**src/rtl/npns_pkg.sv**
```systemverilog
// Shared widths, register indexes and reset values for the nearest pose node search.
// No dependencies; every other file of the block imports it.
`default_nettype none

package npns_pkg;

    // Input field widths
    localparam int COORD_BITS  = 24;
    localparam int INDEX_BITS  = 16;
    localparam int TRAVEL_BITS = 32;

    // Coordinate difference magnitude, its square and its floor square root
    localparam int MAG_BITS  = COORD_BITS + 1;
    localparam int SQ_BITS   = 2 * MAG_BITS;
    localparam int ROOT_BITS = MAG_BITS;
    localparam int DIST_BITS = 50;

    // Configuration port
    localparam int LIMIT_BITS    = 24;
    localparam int CFG_DATA_BITS = 32;
    localparam int CFG_IDX_BITS  = 1;

    typedef enum logic [CFG_IDX_BITS-1:0] {
        CFG_NODE_DISTANCE_LIMIT = 1'b0,
        CFG_TRAVEL_GAP_LIMIT    = 1'b1
    } t_cfg_index;

    localparam logic [LIMIT_BITS-1:0]  NODE_DISTANCE_LIMIT_RST = LIMIT_BITS'(5000);
    localparam logic [TRAVEL_BITS-1:0] TRAVEL_GAP_LIMIT_RST    = TRAVEL_BITS'(10000);

endpackage

`default_nettype wire

```
**src/rtl/npns_node_if.sv**
```systemverilog
// Input channel of the node search: one pose graph node per beat.
// Depends on npns_pkg for field widths.
`default_nettype none

interface npns_node_if import npns_pkg::*; ();
    logic                         valid;
    logic                         ready;
    logic signed [COORD_BITS-1:0] node_x;
    logic signed [COORD_BITS-1:0] node_y;
    logic [INDEX_BITS-1:0]        map_index;
    logic [INDEX_BITS-1:0]        node_index;
    logic signed [COORD_BITS-1:0] query_x;
    logic signed [COORD_BITS-1:0] query_y;
    logic [TRAVEL_BITS-1:0]       total_travel;
    logic                         first_node;
    logic                         last_node;

    modport source (
        output valid, node_x, node_y, map_index, node_index,
               query_x, query_y, total_travel, first_node, last_node,
        input  ready
    );

    modport sink (
        input  valid, node_x, node_y, map_index, node_index,
               query_x, query_y, total_travel, first_node, last_node,
        output ready
    );
endinterface

`default_nettype wire

```
**src/rtl/npns_result_if.sv**
```systemverilog
// Output channel of the node search: one search result per beat.
// Depends on npns_pkg for field widths.
`default_nettype none

interface npns_result_if import npns_pkg::*; ();
    logic                  valid;
    logic                  ready;
    logic                  found;
    logic [INDEX_BITS-1:0] best_map;
    logic [INDEX_BITS-1:0] best_node;
    logic [DIST_BITS-1:0]  best_distance_sq;

    modport source (
        output valid, found, best_map, best_node, best_distance_sq,
        input  ready
    );

    modport sink (
        input  valid, found, best_map, best_node, best_distance_sq,
        output ready
    );
endinterface

`default_nettype wire

```
**src/rtl/npns_sqdist.sv**
```systemverilog
// Squared distances: step length squared, query distance squared, limit squared.
// One shared MAG_BITS x MAG_BITS squarer, one operand per cycle. Depends on npns_pkg.
`default_nettype none

module npns_sqdist import npns_pkg::*; (
    input  wire logic                         i_clk,
    input  wire logic                         i_rst_n,
    input  wire logic                         i_start,
    input  wire logic signed [COORD_BITS-1:0] i_node_x,
    input  wire logic signed [COORD_BITS-1:0] i_node_y,
    input  wire logic signed [COORD_BITS-1:0] i_prev_x,
    input  wire logic signed [COORD_BITS-1:0] i_prev_y,
    input  wire logic signed [COORD_BITS-1:0] i_query_x,
    input  wire logic signed [COORD_BITS-1:0] i_query_y,
    input  wire logic [LIMIT_BITS-1:0]        i_limit,
    output logic                              o_done,
    output logic [SQ_BITS-1:0]                o_step_sq,
    output logic [SQ_BITS-1:0]                o_query_sq,
    output logic [SQ_BITS-1:0]                o_limit_sq
);

    // Operand slots, in the order they go through the squarer
    localparam logic [2:0] SLOT_STEP_X  = 3'd0;
    localparam logic [2:0] SLOT_STEP_Y  = 3'd1;
    localparam logic [2:0] SLOT_QUERY_X = 3'd2;
    localparam logic [2:0] SLOT_QUERY_Y = 3'd3;
    localparam logic [2:0] SLOT_LIMIT   = 3'd4;
    localparam logic [2:0] SLOT_END     = 3'd5;

    // |a - b| of two signed coordinates; the magnitude always fits MAG_BITS
    function automatic logic [MAG_BITS-1:0] abs_diff(
        input logic signed [COORD_BITS-1:0] a,
        input logic signed [COORD_BITS-1:0] b
    );
        logic [MAG_BITS-1:0] d;
        d = {a[COORD_BITS-1], a} - {b[COORD_BITS-1], b};
        return d[MAG_BITS-1] ? (~d + MAG_BITS'(1)) : d;
    endfunction

    logic                r_busy;
    logic                r_done;
    logic [2:0]          r_cnt;
    logic [MAG_BITS-1:0] r_mag_sx;
    logic [MAG_BITS-1:0] r_mag_sy;
    logic [MAG_BITS-1:0] r_mag_qx;
    logic [MAG_BITS-1:0] r_mag_qy;
    logic [MAG_BITS-1:0] r_mag_lim;
    logic [SQ_BITS-1:0]  r_prod;
    logic [SQ_BITS-1:0]  r_step_sq;
    logic [SQ_BITS-1:0]  r_query_sq;
    logic [SQ_BITS-1:0]  r_limit_sq;

    logic [MAG_BITS-1:0] w_sel;
    logic [SQ_BITS-1:0]  w_prod;

    // Squarer operand select
    always_comb begin
        case (r_cnt)
            SLOT_STEP_X:  w_sel = r_mag_sx;
            SLOT_STEP_Y:  w_sel = r_mag_sy;
            SLOT_QUERY_X: w_sel = r_mag_qx;
            SLOT_QUERY_Y: w_sel = r_mag_qy;
            default:      w_sel = r_mag_lim;
        endcase
    end

    assign w_prod = {{MAG_BITS{1'b0}}, w_sel} * {{MAG_BITS{1'b0}}, w_sel};

    // Square one slot per cycle, accumulate the product of the slot before
    always_ff @(posedge i_clk) begin
        if (!i_rst_n) begin
            r_busy <= 1'b0;
            r_done <= 1'b0;
            r_cnt  <= SLOT_STEP_X;
        end else begin
            r_done <= 1'b0;
            if (i_start) begin
                r_busy    <= 1'b1;
                r_cnt     <= SLOT_STEP_X;
                r_mag_sx  <= abs_diff(i_node_x, i_prev_x);
                r_mag_sy  <= abs_diff(i_node_y, i_prev_y);
                r_mag_qx  <= abs_diff(i_node_x, i_query_x);
                r_mag_qy  <= abs_diff(i_node_y, i_query_y);
                r_mag_lim <= {1'b0, i_limit};
            end else if (r_busy) begin
                if (r_cnt != SLOT_END) begin
                    r_prod <= w_prod;
                end
                case (r_cnt)
                    SLOT_STEP_Y:  r_step_sq  <= r_prod;
                    SLOT_QUERY_X: r_step_sq  <= r_step_sq + r_prod;
                    SLOT_QUERY_Y: r_query_sq <= r_prod;
                    SLOT_LIMIT:   r_query_sq <= r_query_sq + r_prod;
                    SLOT_END: begin
                        r_limit_sq <= r_prod;
                        r_busy     <= 1'b0;
                        r_done     <= 1'b1;
                    end
                    default: ;
                endcase
                r_cnt <= r_cnt + 3'd1;
            end
        end
    end

    assign o_done     = r_done;
    assign o_step_sq  = r_step_sq;
    assign o_query_sq = r_query_sq;
    assign o_limit_sq = r_limit_sq;

endmodule

`default_nettype wire

```
**src/rtl/npns_sqrt.sv**
```systemverilog
// Digit-serial floor square root: two radicand bits in, one root bit out per cycle.
// Restoring method on a shift register. Depends on npns_pkg.
`default_nettype none

module npns_sqrt import npns_pkg::*; (
    input  wire logic                 i_clk,
    input  wire logic                 i_rst_n,
    input  wire logic                 i_start,
    input  wire logic [SQ_BITS-1:0]   i_radicand,
    output logic                      o_done,
    output logic [ROOT_BITS-1:0]      o_root
);

    localparam int REM_BITS   = ROOT_BITS + 1;
    localparam int TRIAL_BITS = REM_BITS + 2;
    localparam int CNT_BITS   = $clog2(ROOT_BITS);
    localparam logic [CNT_BITS-1:0] CNT_LAST = CNT_BITS'(ROOT_BITS - 1);

    logic                 r_busy;
    logic                 r_done;
    logic [CNT_BITS-1:0]  r_cnt;
    logic [SQ_BITS-1:0]   r_rad;
    logic [ROOT_BITS-1:0] r_root;
    logic [REM_BITS-1:0]  r_rem;

    logic [TRIAL_BITS-1:0] w_trial;
    logic [TRIAL_BITS-1:0] w_sub;
    logic [TRIAL_BITS-1:0] w_diff;
    logic                  w_ge;

    // Trial subtract of (4*root + 1) from the remainder with the next two bits
    assign w_trial = {r_rem, r_rad[SQ_BITS-1 -: 2]};
    assign w_sub   = {1'b0, r_root, 2'b01};
    assign w_diff  = w_trial - w_sub;
    assign w_ge    = (w_trial >= w_sub);

    always_ff @(posedge i_clk) begin
        if (!i_rst_n) begin
            r_busy <= 1'b0;
            r_done <= 1'b0;
            r_cnt  <= '0;
        end else begin
            r_done <= 1'b0;
            if (i_start) begin
                r_busy <= 1'b1;
                r_cnt  <= '0;
                r_rad  <= i_radicand;
                r_root <= '0;
                r_rem  <= '0;
            end else if (r_busy) begin
                r_rad <= {r_rad[SQ_BITS-3:0], 2'b00};
                if (w_ge) begin
                    r_rem  <= w_diff[REM_BITS-1:0];
                    r_root <= {r_root[ROOT_BITS-2:0], 1'b1};
                end else begin
                    r_rem  <= w_trial[REM_BITS-1:0];
                    r_root <= {r_root[ROOT_BITS-2:0], 1'b0};
                end
                if (r_cnt == CNT_LAST) begin
                    r_busy <= 1'b0;
                    r_done <= 1'b1;
                end
                r_cnt <= r_cnt + CNT_BITS'(1);
            end
        end
    end

    assign o_done = r_done;
    assign o_root = r_root;

endmodule

`default_nettype wire

```
**src/rtl/nearest_pose_node_search_top.sv**
```systemverilog
// Nearest pose node search: node channel in, result channel out, config write port.
// Depends on npns_pkg, npns_node_if, npns_result_if, npns_sqdist and npns_sqrt.
//
// Nodes arrive one per beat in travel order; first_node opens a search and latches the
// query pose and total travel, last_node makes one result beat follow. The block works
// on one node at a time: a node that is still searched goes from accept to the next
// accept by taking the beat, the shared squarer (load plus one pass per operand slot),
// starting the root, the step length square root (load plus one iteration per root
// bit), and updating travel, deciding and finishing. Once the travel cutoff has stopped a
// search, each further node goes straight to the finish step. A finished result waits in an
// output register, so the next node is taken while it is not yet collected; a second
// last node holds in its finish cycle until that register frees up. Configuration
// writes are taken in any cycle.
`default_nettype none

module nearest_pose_node_search_top import npns_pkg::*; (
    input  wire logic                      i_clk,
    input  wire logic                      i_rst_n,
    input  wire logic                      i_cfg_we,
    input  wire logic [CFG_IDX_BITS-1:0]   i_cfg_index,
    input  wire logic [CFG_DATA_BITS-1:0]  i_cfg_data,
    npns_node_if.sink                      i_node,
    npns_result_if.source                  o_result
);

    typedef enum logic [2:0] {
        ST_IDLE,
        ST_SQUARE,
        ST_ROOT,
        ST_DECIDE,
        ST_FINISH
    } t_state;

    t_state                       r_state;
    logic [LIMIT_BITS-1:0]        r_node_distance_limit;
    logic [TRAVEL_BITS-1:0]       r_travel_gap_limit;

    // Current node
    logic signed [COORD_BITS-1:0] r_node_x;
    logic signed [COORD_BITS-1:0] r_node_y;
    logic [INDEX_BITS-1:0]        r_map_index;
    logic [INDEX_BITS-1:0]        r_node_index;
    logic                         r_last;

    // Search state
    logic signed [COORD_BITS-1:0] r_prev_x;
    logic signed [COORD_BITS-1:0] r_prev_y;
    logic signed [COORD_BITS-1:0] r_query_x;
    logic signed [COORD_BITS-1:0] r_query_y;
    logic [TRAVEL_BITS-1:0]       r_total;
    logic [TRAVEL_BITS-1:0]       r_travel;
    logic [SQ_BITS-1:0]           r_best_sq;
    logic [INDEX_BITS-1:0]        r_best_map;
    logic [INDEX_BITS-1:0]        r_best_node;
    logic                         r_found;
    logic                         r_stopped;
    logic                         r_seed;

    // Unit starts
    logic                         r_sq_start;
    logic                         r_rt_start;

    // Output register
    logic                         r_out_valid;
    logic                         r_out_found;
    logic [INDEX_BITS-1:0]        r_out_map;
    logic [INDEX_BITS-1:0]        r_out_node;
    logic [DIST_BITS-1:0]         r_out_dist;

    logic                         w_sq_done;
    logic [SQ_BITS-1:0]           w_step_sq;
    logic [SQ_BITS-1:0]           w_query_sq;
    logic [SQ_BITS-1:0]           w_limit_sq;
    logic                         w_rt_done;
    logic [ROOT_BITS-1:0]         w_root;

    logic                         w_in_beat;
    logic                         w_out_beat;
    logic                         w_out_load;
    logic                         w_skip;
    logic [TRAVEL_BITS:0]         w_travel_sum;
    logic [TRAVEL_BITS-1:0]       w_travel_sat;
    logic [TRAVEL_BITS-1:0]       w_remaining;
    logic                         w_cutoff;

    npns_sqdist u_sqdist (
        .i_clk      (i_clk),
        .i_rst_n    (i_rst_n),
        .i_start    (r_sq_start),
        .i_node_x   (r_node_x),
        .i_node_y   (r_node_y),
        .i_prev_x   (r_prev_x),
        .i_prev_y   (r_prev_y),
        .i_query_x  (r_query_x),
        .i_query_y  (r_query_y),
        .i_limit    (r_node_distance_limit),
        .o_done     (w_sq_done),
        .o_step_sq  (w_step_sq),
        .o_query_sq (w_query_sq),
        .o_limit_sq (w_limit_sq)
    );

    npns_sqrt u_sqrt (
        .i_clk      (i_clk),
        .i_rst_n    (i_rst_n),
        .i_start    (r_rt_start),
        .i_radicand (w_step_sq),
        .o_done     (w_rt_done),
        .o_root     (w_root)
    );

    assign w_in_beat  = i_node.valid && i_node.ready;
    assign w_out_beat = r_out_valid && o_result.ready;

    // A last node loads the output register once it is free or being collected
    assign w_out_load = (r_state == ST_FINISH) && r_last && (!r_out_valid || o_result.ready);

    // A stopped search skips the node unless this beat opens a new search
    assign w_skip = r_stopped && !i_node.first_node;

    // Travel sum, saturating
    assign w_travel_sum = {1'b0, r_travel} + (TRAVEL_BITS + 1)'(w_root);
    assign w_travel_sat = w_travel_sum[TRAVEL_BITS] ? '1 : w_travel_sum[TRAVEL_BITS-1:0];

    // Remaining travel below the gap, or travel past the total, stops the search
    assign w_remaining = r_total - r_travel;
    assign w_cutoff    = (r_travel > r_total) || (w_remaining < r_travel_gap_limit);

    // Configuration registers
    always_ff @(posedge i_clk) begin
        if (!i_rst_n) begin
            r_node_distance_limit <= NODE_DISTANCE_LIMIT_RST;
            r_travel_gap_limit    <= TRAVEL_GAP_LIMIT_RST;
        end else if (i_cfg_we) begin
            case (t_cfg_index'(i_cfg_index))
                CFG_NODE_DISTANCE_LIMIT:
                    r_node_distance_limit <= i_cfg_data[LIMIT_BITS-1:0];
                CFG_TRAVEL_GAP_LIMIT:
                    r_travel_gap_limit <= i_cfg_data[TRAVEL_BITS-1:0];
                default: ;
            endcase
        end
    end

    // Search sequencer, search state and output register
    always_ff @(posedge i_clk) begin
        if (!i_rst_n) begin
            r_state     <= ST_IDLE;
            r_prev_x    <= '0;
            r_prev_y    <= '0;
            r_query_x   <= '0;
            r_query_y   <= '0;
            r_total     <= '0;
            r_travel    <= '0;
            r_best_sq   <= '0;
            r_best_map  <= '0;
            r_best_node <= '0;
            r_found     <= 1'b0;
            r_stopped   <= 1'b0;
            r_seed      <= 1'b0;
            r_sq_start  <= 1'b0;
            r_rt_start  <= 1'b0;
            r_out_valid <= 1'b0;
        end else begin
            if (w_out_load) begin
                r_out_valid <= 1'b1;
            end else if (w_out_beat) begin
                r_out_valid <= 1'b0;
            end
            case (r_state)
                ST_IDLE: begin
                    if (w_in_beat) begin
                        r_node_x     <= i_node.node_x;
                        r_node_y     <= i_node.node_y;
                        r_map_index  <= i_node.map_index;
                        r_node_index <= i_node.node_index;
                        r_last       <= i_node.last_node;
                        // New search: latch the query, seed previous with this node
                        if (i_node.first_node) begin
                            r_query_x   <= i_node.query_x;
                            r_query_y   <= i_node.query_y;
                            r_total     <= i_node.total_travel;
                            r_prev_x    <= i_node.node_x;
                            r_prev_y    <= i_node.node_y;
                            r_travel    <= '0;
                            r_best_map  <= '0;
                            r_best_node <= '0;
                            r_found     <= 1'b0;
                            r_stopped   <= 1'b0;
                            r_seed      <= 1'b1;
                        end
                        if (w_skip) begin
                            r_state <= ST_FINISH;
                        end else begin
                            r_sq_start <= 1'b1;
                            r_state    <= ST_SQUARE;
                        end
                    end
                end
                ST_SQUARE: begin
                    r_sq_start <= 1'b0;
                    if (w_sq_done) begin
                        // Best distance starts at the limit squared
                        if (r_seed) begin
                            r_best_sq <= w_limit_sq;
                            r_seed    <= 1'b0;
                        end
                        r_rt_start <= 1'b1;
                        r_state    <= ST_ROOT;
                    end
                end
                ST_ROOT: begin
                    r_rt_start <= 1'b0;
                    if (w_rt_done) begin
                        r_travel <= w_travel_sat;
                        r_prev_x <= r_node_x;
                        r_prev_y <= r_node_y;
                        r_state  <= ST_DECIDE;
                    end
                end
                ST_DECIDE: begin
                    if (w_cutoff) begin
                        r_stopped <= 1'b1;
                    end else if (w_query_sq < r_best_sq) begin
                        r_best_sq   <= w_query_sq;
                        r_best_map  <= r_map_index;
                        r_best_node <= r_node_index;
                        r_found     <= 1'b1;
                    end
                    r_state <= ST_FINISH;
                end
                ST_FINISH: begin
                    if (!r_last) begin
                        r_state <= ST_IDLE;
                    end else if (w_out_load) begin
                        r_out_found <= r_found;
                        r_out_map   <= r_found ? r_best_map : '0;
                        r_out_node  <= r_found ? r_best_node : '0;
                        r_out_dist  <= r_found ? r_best_sq[DIST_BITS-1:0] : '0;
                        r_state     <= ST_IDLE;
                    end
                end
                default: r_state <= ST_IDLE;
            endcase
        end
    end

    assign i_node.ready              = (r_state == ST_IDLE);
    assign o_result.valid            = r_out_valid;
    assign o_result.found            = r_out_found;
    assign o_result.best_map         = r_out_map;
    assign o_result.best_node        = r_out_node;
    assign o_result.best_distance_sq = r_out_dist;

endmodule

`default_nettype wire
```
**src/flat_wrapper.sv**
```systemverilog
// flat-port wrapper written by rule: the top's interface ports become plain ports
module nearest_pose_node_search_top_flat import npns_pkg::*;
  (i_clk, i_rst_n, i_cfg_we, i_cfg_index, i_cfg_data, i_node_valid, i_node_node_x, i_node_node_y, i_node_map_index, i_node_node_index, i_node_query_x, i_node_query_y, i_node_total_travel, i_node_first_node, i_node_last_node, i_node_ready, o_result_valid, o_result_found, o_result_best_map, o_result_best_node, o_result_best_distance_sq, o_result_ready);
  npns_node_if i_node_i ();
  npns_result_if o_result_i ();
  input  wire logic i_clk;
  input  wire logic i_rst_n;
  input  wire logic i_cfg_we;
  input  wire logic [CFG_IDX_BITS-1:0] i_cfg_index;
  input  wire logic [CFG_DATA_BITS-1:0] i_cfg_data;
  input wire logic [$bits(i_node_i.valid)-1:0] i_node_valid;
  input wire logic [$bits(i_node_i.node_x)-1:0] i_node_node_x;
  input wire logic [$bits(i_node_i.node_y)-1:0] i_node_node_y;
  input wire logic [$bits(i_node_i.map_index)-1:0] i_node_map_index;
  input wire logic [$bits(i_node_i.node_index)-1:0] i_node_node_index;
  input wire logic [$bits(i_node_i.query_x)-1:0] i_node_query_x;
  input wire logic [$bits(i_node_i.query_y)-1:0] i_node_query_y;
  input wire logic [$bits(i_node_i.total_travel)-1:0] i_node_total_travel;
  input wire logic [$bits(i_node_i.first_node)-1:0] i_node_first_node;
  input wire logic [$bits(i_node_i.last_node)-1:0] i_node_last_node;
  output wire logic [$bits(i_node_i.ready)-1:0] i_node_ready;
  output wire logic [$bits(o_result_i.valid)-1:0] o_result_valid;
  output wire logic [$bits(o_result_i.found)-1:0] o_result_found;
  output wire logic [$bits(o_result_i.best_map)-1:0] o_result_best_map;
  output wire logic [$bits(o_result_i.best_node)-1:0] o_result_best_node;
  output wire logic [$bits(o_result_i.best_distance_sq)-1:0] o_result_best_distance_sq;
  input wire logic [$bits(o_result_i.ready)-1:0] o_result_ready;
  assign i_node_i.valid = i_node_valid;
  assign i_node_i.node_x = i_node_node_x;
  assign i_node_i.node_y = i_node_node_y;
  assign i_node_i.map_index = i_node_map_index;
  assign i_node_i.node_index = i_node_node_index;
  assign i_node_i.query_x = i_node_query_x;
  assign i_node_i.query_y = i_node_query_y;
  assign i_node_i.total_travel = i_node_total_travel;
  assign i_node_i.first_node = i_node_first_node;
  assign i_node_i.last_node = i_node_last_node;
  assign i_node_ready = i_node_i.ready;
  assign o_result_valid = o_result_i.valid;
  assign o_result_found = o_result_i.found;
  assign o_result_best_map = o_result_i.best_map;
  assign o_result_best_node = o_result_i.best_node;
  assign o_result_best_distance_sq = o_result_i.best_distance_sq;
  assign o_result_i.ready = o_result_ready;
  nearest_pose_node_search_top u_core (.i_clk(i_clk), .i_rst_n(i_rst_n), .i_cfg_we(i_cfg_we), .i_cfg_index(i_cfg_index), .i_cfg_data(i_cfg_data), .i_node(i_node_i), .o_result(o_result_i));
endmodule
```
**config.mk**
```make
export PLATFORM = sky130hd
export DESIGN_NAME = nearest_pose_node_search_top_flat
export DESIGN_NICKNAME = d
export VERILOG_FILES = /design/src/rtl/npns_pkg.sv /design/src/rtl/npns_node_if.sv /design/src/rtl/npns_result_if.sv /design/src/rtl/npns_sqdist.sv /design/src/rtl/npns_sqrt.sv /design/src/rtl/nearest_pose_node_search_top.sv /design/src/flat_wrapper.sv
export SDC_FILE = /design/constraint.sdc
export NUM_CORES = 2
export LEC_CHECK = 0
export BUFFER_PORTS_ARGS = -buffer_cell sky130_fd_sc_hd__clkbuf_2
export CORE_ASPECT_RATIO = 1.1
export CORE_MARGIN = 4
export CORE_UTILIZATION = 47
export CTS_BUF_LIST = sky130_fd_sc_hd__clkbuf_16
export DETAILED_ROUTE_END_ITERATION = 8
export PLACE_DENSITY_LB_ADDON = 0.1
export SLEW_MARGIN = 20
export SYNTH_ARGS = -nofsm -noshare
export SYNTH_HDL_FRONTEND = slang
export SYNTH_HIERARCHICAL = 1
export SYNTH_SLANG_ARGS = --single-unit
```
**constraint.sdc**
```tcl
create_clock -name i_clk -period 21.4 [get_ports i_clk]
set_clock_uncertainty 0.05 [all_clocks]
set_input_delay 1.07 -clock i_clk [delete_from_list [all_inputs] [get_ports i_clk]]
set_output_delay 1.07 -clock i_clk [all_outputs]
set_load 0.02 [all_outputs]
```
# Word level (Yosys, flattened, before mapping)
# Index checks and enable logic that the tools add are counted.
classes:
  order_cmp: 4
  n_bitwise: 9
  n_eq_ne: 21
  n_reduce_logical: 43
  addsub: 15
  n_mul: 1
  muxes: 72
ops:
  columns: ["cell", "count"]
  rows:
  - ["$mux W50", 6]
  - ["$pmux W50 S2", 3]
  - ["$mux W24", 10]
  - ["$mux W32", 4]
  - ["$add A25 B1 Y25 const B", 4]
  - ["$add A50 B50 Y50", 2]
  - ["$not A25 Y25", 4]
  - ["$pmux W25 S4", 1]
  - ["$sub A24 B24 Y25", 4]
  - ["$mux W16", 6]
  - ["$pmux W24 S2", 2]
  - ["$pmux W16 S2", 2]
  - ["$pmux W32 S2", 1]
  - ["$mux W26", 2]
  - ["$lt A50 B50 Y1", 1]
  - ["$mul A25 B25 Y50", 1]
  - ["$reduce_and A4 Y1", 9]
  - ["$add A32 B25 Y33", 1]
  - ["$gt A32 B32 Y1", 1]
  - ["$lt A32 B32 Y1", 1]
  - ["$sub A32 B32 Y32", 1]
  - ["$ge A28 B27 Y1", 1]
  - ["$sub A26 B26 Y26", 1]
  - ["$mux W25", 1]
  - ["24 further kinds", 96]
word_totals:
  reg_bits: 908
  wordCells: 214
  inputBits: 200
  out_inout_bits: 85

# Logic depth before layout (Yosys ltp)
logic_depth:
  word_depth: 6
  mapped_depth: 39
  mapped_depth_nobuf: 35

# Cells and area by module
# The synthesis kept the hierarchy.
modules_own_cells:
  columns: ["module", "cells_each", "seq_area_each_um2", "instances", "area_per_inst_um2"]
  rows:
  - ["npns_sqdist", 4445, 9769.4, 1, 41348.4]
  - ["nearest_pose_node_search_top", 2373, 11070.6, 1, 22353.9]
  - ["npns_sqrt", 508, 3173.0, 1, 5920.7]

# Least setup slack after synthesis
# Ideal clock, no wire load.
synth_timing:
  path_kind: "register to register"
  startpoint: "reg u_core.u_sqdist.r_cnt[2]"
  endpoint: "reg u_core.u_sqdist.r_prod[49] (data pin)"
  setup_ns: 0.260
  n_path_buf: 6
  path_stages_with_launch: 36
  t_required_ns: 21.090
  t_arrival_ns: 8.679
  period_less_slack_ns: 8.989
  slack_ns: 12.411
  path_cell_list: "dfxtp_1 clkbuf_1 inv_1 ha_1 clkbuf_1 nor4_1 buf_2 buf_1 mux2_2 inv_1 buf_1 nor2_1 fa_1 inv_1 fa_1 fa_1 fa_1 inv_1 fa_1 inv_1 fa_1 fa_1 inv_1 ha_1 clkbuf_1 nand3_1 nor2_1 nand2_1 or3_1 nor3b_1 a211oi_1 o31a_1 o21ai_1 o21ai_0 a21oi_1 xnor2_1"
synth_between:
  elab_chain_len: 3
  word_cells_on_any_way: 6
  classes_between: "mul (1); eq/ne (3); mux (1); reduce/logical (1)"
synth_rtl:
  columns: ["item", "line", "source"]
  rows:
  - ["start: declaration", "npns_sqdist.sv:42", "logic [2:0] r_cnt;"]
  - ["start signal: assignment", "npns_sqdist.sv:101", "r_cnt <= r_cnt + 3'd1;"]
  - ["$eq A3 B2 Y1, or another cell as far along", "npns_sqdist.sv:58", "case (r_cnt)"]
  - ["$pmux W25 S4 (*)", "npns_sqdist.sv:58", null]
  - ["$mul A25 B25 Y50 (*)", "npns_sqdist.sv:67", "assign w_prod = {{MAG_BITS{1'b0}}, w_sel} * {{MAG_BITS{1'b0}}, w_sel};"]
  - ["net u_core.u_sqdist.w_prod[49]", "npns_sqdist.sv:54", "logic [SQ_BITS-1:0] w_prod;"]
  - ["end signal: assignment", "npns_sqdist.sv:87", "r_prod <= w_prod;"]
  - ["end: declaration", "npns_sqdist.sv:48", "logic [SQ_BITS-1:0] r_prod;"]
# The timed path passes the listed nets; every way through them passes the cells marked *.
# A chain may end at the register's enable or synchronous reset.

# Final worst setup path
layout_timing:
  startpoint: "reg u_core.u_sqdist.r_cnt[2]"
  endpoint: "reg u_core.u_sqdist.r_prod[44] (data pin)"
# The elaborated chain is that of the path after synthesis.

==> results by stage <==
Status:
- The run finished with clean final reports.

Yosys:
- sky130_fd_sc_hd__inv_1 is the most common cell in the netlist.
- Synthesis produced a netlist with a net count of 8546.
- The commonest cells after synthesis are 974 x sky130_fd_sc_hd__inv_1, 892 x sky130_fd_sc_hd__nand2_1, 587 x sky130_fd_sc_hd__edfxtp_1, 548 x sky130_fd_sc_hd__ha_1, 506 x sky130_fd_sc_hd__a21oi_1.
- The main flop type after synthesis is sky130_fd_sc_hd__edfxtp_1.
- After synthesis, the cell types taking the most area are sky130_fd_sc_hd__edfxtp_1 25%, sky130_fd_sc_hd__fa_1 14%, sky130_fd_sc_hd__ha_1 9.8%, sky130_fd_sc_hd__dfxtp_1 9.2%, sky130_fd_sc_hd__inv_1 5.3%.
- The cell taking the most area after synthesis is sky130_fd_sc_hd__edfxtp_1.
- Yosys mapped a number of flops with a built-in enable equal to 587.
- Yosys printed 6 warnings.
- The count of state elements after synthesis is 906.
- The sequential share of the synthesized area is 34.5%.
- Of the post-synthesis cell area, the dominant cell type holds 25.3%.
- The synthesized netlist occupies a cell area of 0.0696 sq mm.
- Synthesis handed over a netlist of 7326 instances.
- The mean instance size in the synthesized netlist is 9.50 sq um.
- The number of library cell types mapped by synthesis is 117.
- The share of flip-flops with an asynchronous set or reset is 0%.

GRT:
- The wire length of the first global-routing pass is 306000 microns.
- The total routing resource utilization after global routing is 25.4%.
- The initial antenna violation count is 13.
- The via count of the first global-routing pass is 52500.
- The total overflow left after global routing is 0.
- The maximum number of pins on one net before global-route repair is 94.

Worst setup path:
- In this run the worst path has a maximum fanout of 28.
- The critical path contains buffers and inverters numbering 9 combined.
- STA puts the critical path data required time at 21780 ps.
- STA puts the critical path data arrival time at 11140 ps.
- The slowest stage of the critical path is the sky130_fd_sc_hd__o211ai_1 cell.
- The worst setup path is captured at a flip-flop.
- The kind of cell with the highest combined delay along the critical path is adder cells.
- The worst setup path is launched from a flip-flop.
- The kind of critical path is flip-flop to flip-flop.
- On the worst path, the slowest cell contributes a delay of 670 ps.
- The cell repeated most along the worst path is sky130_fd_sc_hd__inv_1.

Floorplanning:
- The core area is 0.147 sq mm.
- The die area is 0.154 sq mm.
- The die extent in y is 412 microns.
- The die width is 375 microns.
- The number of top-level pins is 285.
- The floorplan has 147 rows.
- Once the floorplan was initialized, standard cells occupied 47.5% of the core.

Run:
- Max-cap violations in this run came to 0.

Clocking:
- The number of clock buffers inserted by TritonCTS is 100.
- The clock-pin slew on the worst setup and hold paths is 70 ps.
- The number of levels the H-tree was split into is 3.
- The buffer depth of the longest clock path is 3.
- The number of sinks on the clock net is 906.
- Once the clock tree was built, the resizer swapped 0 gates to a different size.
- The buffers inserted during post-CTS setup optimization is 0.
- The tree is rooted in a sky130_fd_sc_hd__clkbuf_16.
- The count of hold-fix buffers inserted at cts is 0.
- Clock latency on the worst-skew pair, taken at its later pin, is 770 ps.
- TritonCTS built the clock tree.

Place:
- In this run the cell area measured after placement is 0.0728 sq mm.
- The global placer's final weighted congestion is 0.920.
- The count of input and output buffers is 284.
- The sum of net half-perimeters after detailed placement is 155000 microns.

Drt:
- The number of iterations in the first detailed-routing pass is 8.
- Across all layers, the routed design uses 52200 vias.
- After detailed routing, the number of vias per cell comes to 5.49.
- After detailed routing, the total wire length is 197000 microns.
- The starting DRC count in detailed routing is 3574.
- After detailed routing, the number of remaining DRC violations is 0.
- The routed wire length per instance is 20.8 microns.
- The final antenna-violating net count is 0.

Cells and area:
- The multi-input gate area in the final layout is 0.0409 sq mm.
- The final-layout fill cell count is 13500.
- Once layout is complete, the utilization of the core stands at 52.0%.
- Of the cells placed in the final design, the portion with a size suffix greater than 1 is 9.55%.
- Across the whole layout, storage elements account for 0.0240 sq mm.
- Compared with the post-synthesis result, the final layout area differs by 9.58%.
- In the final design database the tool counted 8691 nets.
- The cell area after layout is 0.0763 sq mm.

Timing:
- The number of slew-limit violations in the final report is 0.
- Setup repair after global routing left no endpoint under its margin.
- Subtracting the final worst setup slack from the clock period gives 10770 ps.
- In this run the tightest slew margin relative to its limit is 26.9%.
- The timing-limited maximum frequency is 0.0929 GHz.
- The number of hold-slack violations in the final timing report is 0.
- The share of the cycle needed by the critical path after routing is 50.3%.
- The post-route setup TNS is 0 ps.
- For the pin with the worst max-slew slack, the measured transition is 1100 ps.
- The count of final setup violators is 0.

Min path:
- The tightest min-delay check is of the flip-flop to flip-flop type.
## layout by cell type (no fill, tap or decap), types with 65 or more instances in the layout
cell type                     n
sky130_fd_sc_hd__xor2_1     147
sky130_fd_sc_hd__xnor2_1    225
sky130_fd_sc_hd__clkbuf_2   283
sky130_fd_sc_hd__fa_1       472
sky130_fd_sc_hd__mux2_2      65
sky130_fd_sc_hd__mux2i_1     89
sky130_fd_sc_hd__ha_1       548
sky130_fd_sc_hd__o21ai_0    281
sky130_fd_sc_hd__inv_1      990
sky130_fd_sc_hd__a311oi_1    67
sky130_fd_sc_hd__nor3_1      67
sky130_fd_sc_hd__nand4_1     79
sky130_fd_sc_hd__and2_1     113
sky130_fd_sc_hd__edfxtp_1   587
sky130_fd_sc_hd__a21oi_1    504
sky130_fd_sc_hd__a21o_1     170
sky130_fd_sc_hd__nand2_1    887
sky130_fd_sc_hd__nor2_1     487
sky130_fd_sc_hd__nand3_1    139
sky130_fd_sc_hd__dfxtp_1    317
sky130_fd_sc_hd__clkbuf_16  103
## cells by family after synthesis
| group | after synthesis | synth area share (%) |
|---|---|---|
| muxes | 155 | 2.35 |
| DFF | 906 | 34.5 |
| AOI/OAI and AO/OA | 1559 | 14.8 |
| adders and majority gates | 1020 | 23.4 |
| buffers and inverters | 1279 | 7.05 |
| and+or+nand+nor | 2033 | 13.2 |
| other | 1 | 0.00539 |
| xor gates and xnor gates | 373 | 4.70 |
## worst paths after layout
kind                                                 from                                endpoint  slack, ps  cells after the start
max                 u_core/u_sqdist/r_cnt[2]$_SDFFE_PN0P_    u_core/u_sqdist/r_prod[44]$_DFFE_PP_      10630                     32
max reg2reg         u_core/u_sqdist/r_cnt[2]$_SDFFE_PN0P_    u_core/u_sqdist/r_prod[44]$_DFFE_PP_      10630                     32
min reg2reg  u_core/r_node_distance_limit[4]$_SDFFE_PN0P_  u_core/u_sqdist/r_mag_lim[4]$_DFFE_PP_        340                      0
min          u_core/r_node_distance_limit[4]$_SDFFE_PN0P_  u_core/u_sqdist/r_mag_lim[4]$_DFFE_PP_        340                      0
## per-stage QoR
stage	setup WS, ps	hold slack, ps	std cells
floorplan	12410	358	7326
global placement	10810	364	9306
detailed placement	10660	368	9306
CTS	10610	347	9496
global route	9950	355	9496
finish	10630	342	9505
## routing by layer
layer / track usage [%] / vias up / wire length (microns)
met5: 0 / - / 0
met4: 8.91 / 0 / 7530
met3: 2.90 / 323 / 9100
met2: 44.9 / 1312 / 98400
met1: 32.1 / 25200 / 82400
li1: - / 25300 / -
## layout make-up
type	count	area share (%)
Multi-Input combinational cell	5141	53.5
Sequential cell	906	31.5
Inverter	981	4.84
Clock buffer	103	3.38
Tap cell	1937	3.18
Timing Repair Buffer	341	2.43
Clock inverter	87	1.12
Antenna cell	9	0.0295
## state kept, by name, summed over array words and instances, names as in the netlist, 25 cells and up
signal                            count
u_core/o_result.best_distance_sq     50
u_core/r_best_sq                     50
u_core/r_total                       32
u_core/r_travel                      32
u_core/r_travel_gap_limit            32
u_core/u_sqdist/o_limit_sq           49
u_core/u_sqdist/o_query_sq           50
u_core/u_sqdist/o_step_sq            50
u_core/u_sqdist/r_mag_qx             25
u_core/u_sqdist/r_mag_qy             25
u_core/u_sqdist/r_mag_sx             25
u_core/u_sqdist/r_mag_sy             25
u_core/u_sqdist/r_prod               49
u_core/u_sqrt/o_root                 25
u_core/u_sqrt/r_rad                  50
u_core/u_sqrt/r_rem                  26
Power is not shown: default switching activity piles up to over one toggle a cycle in this logic, so the estimate is an artifact.
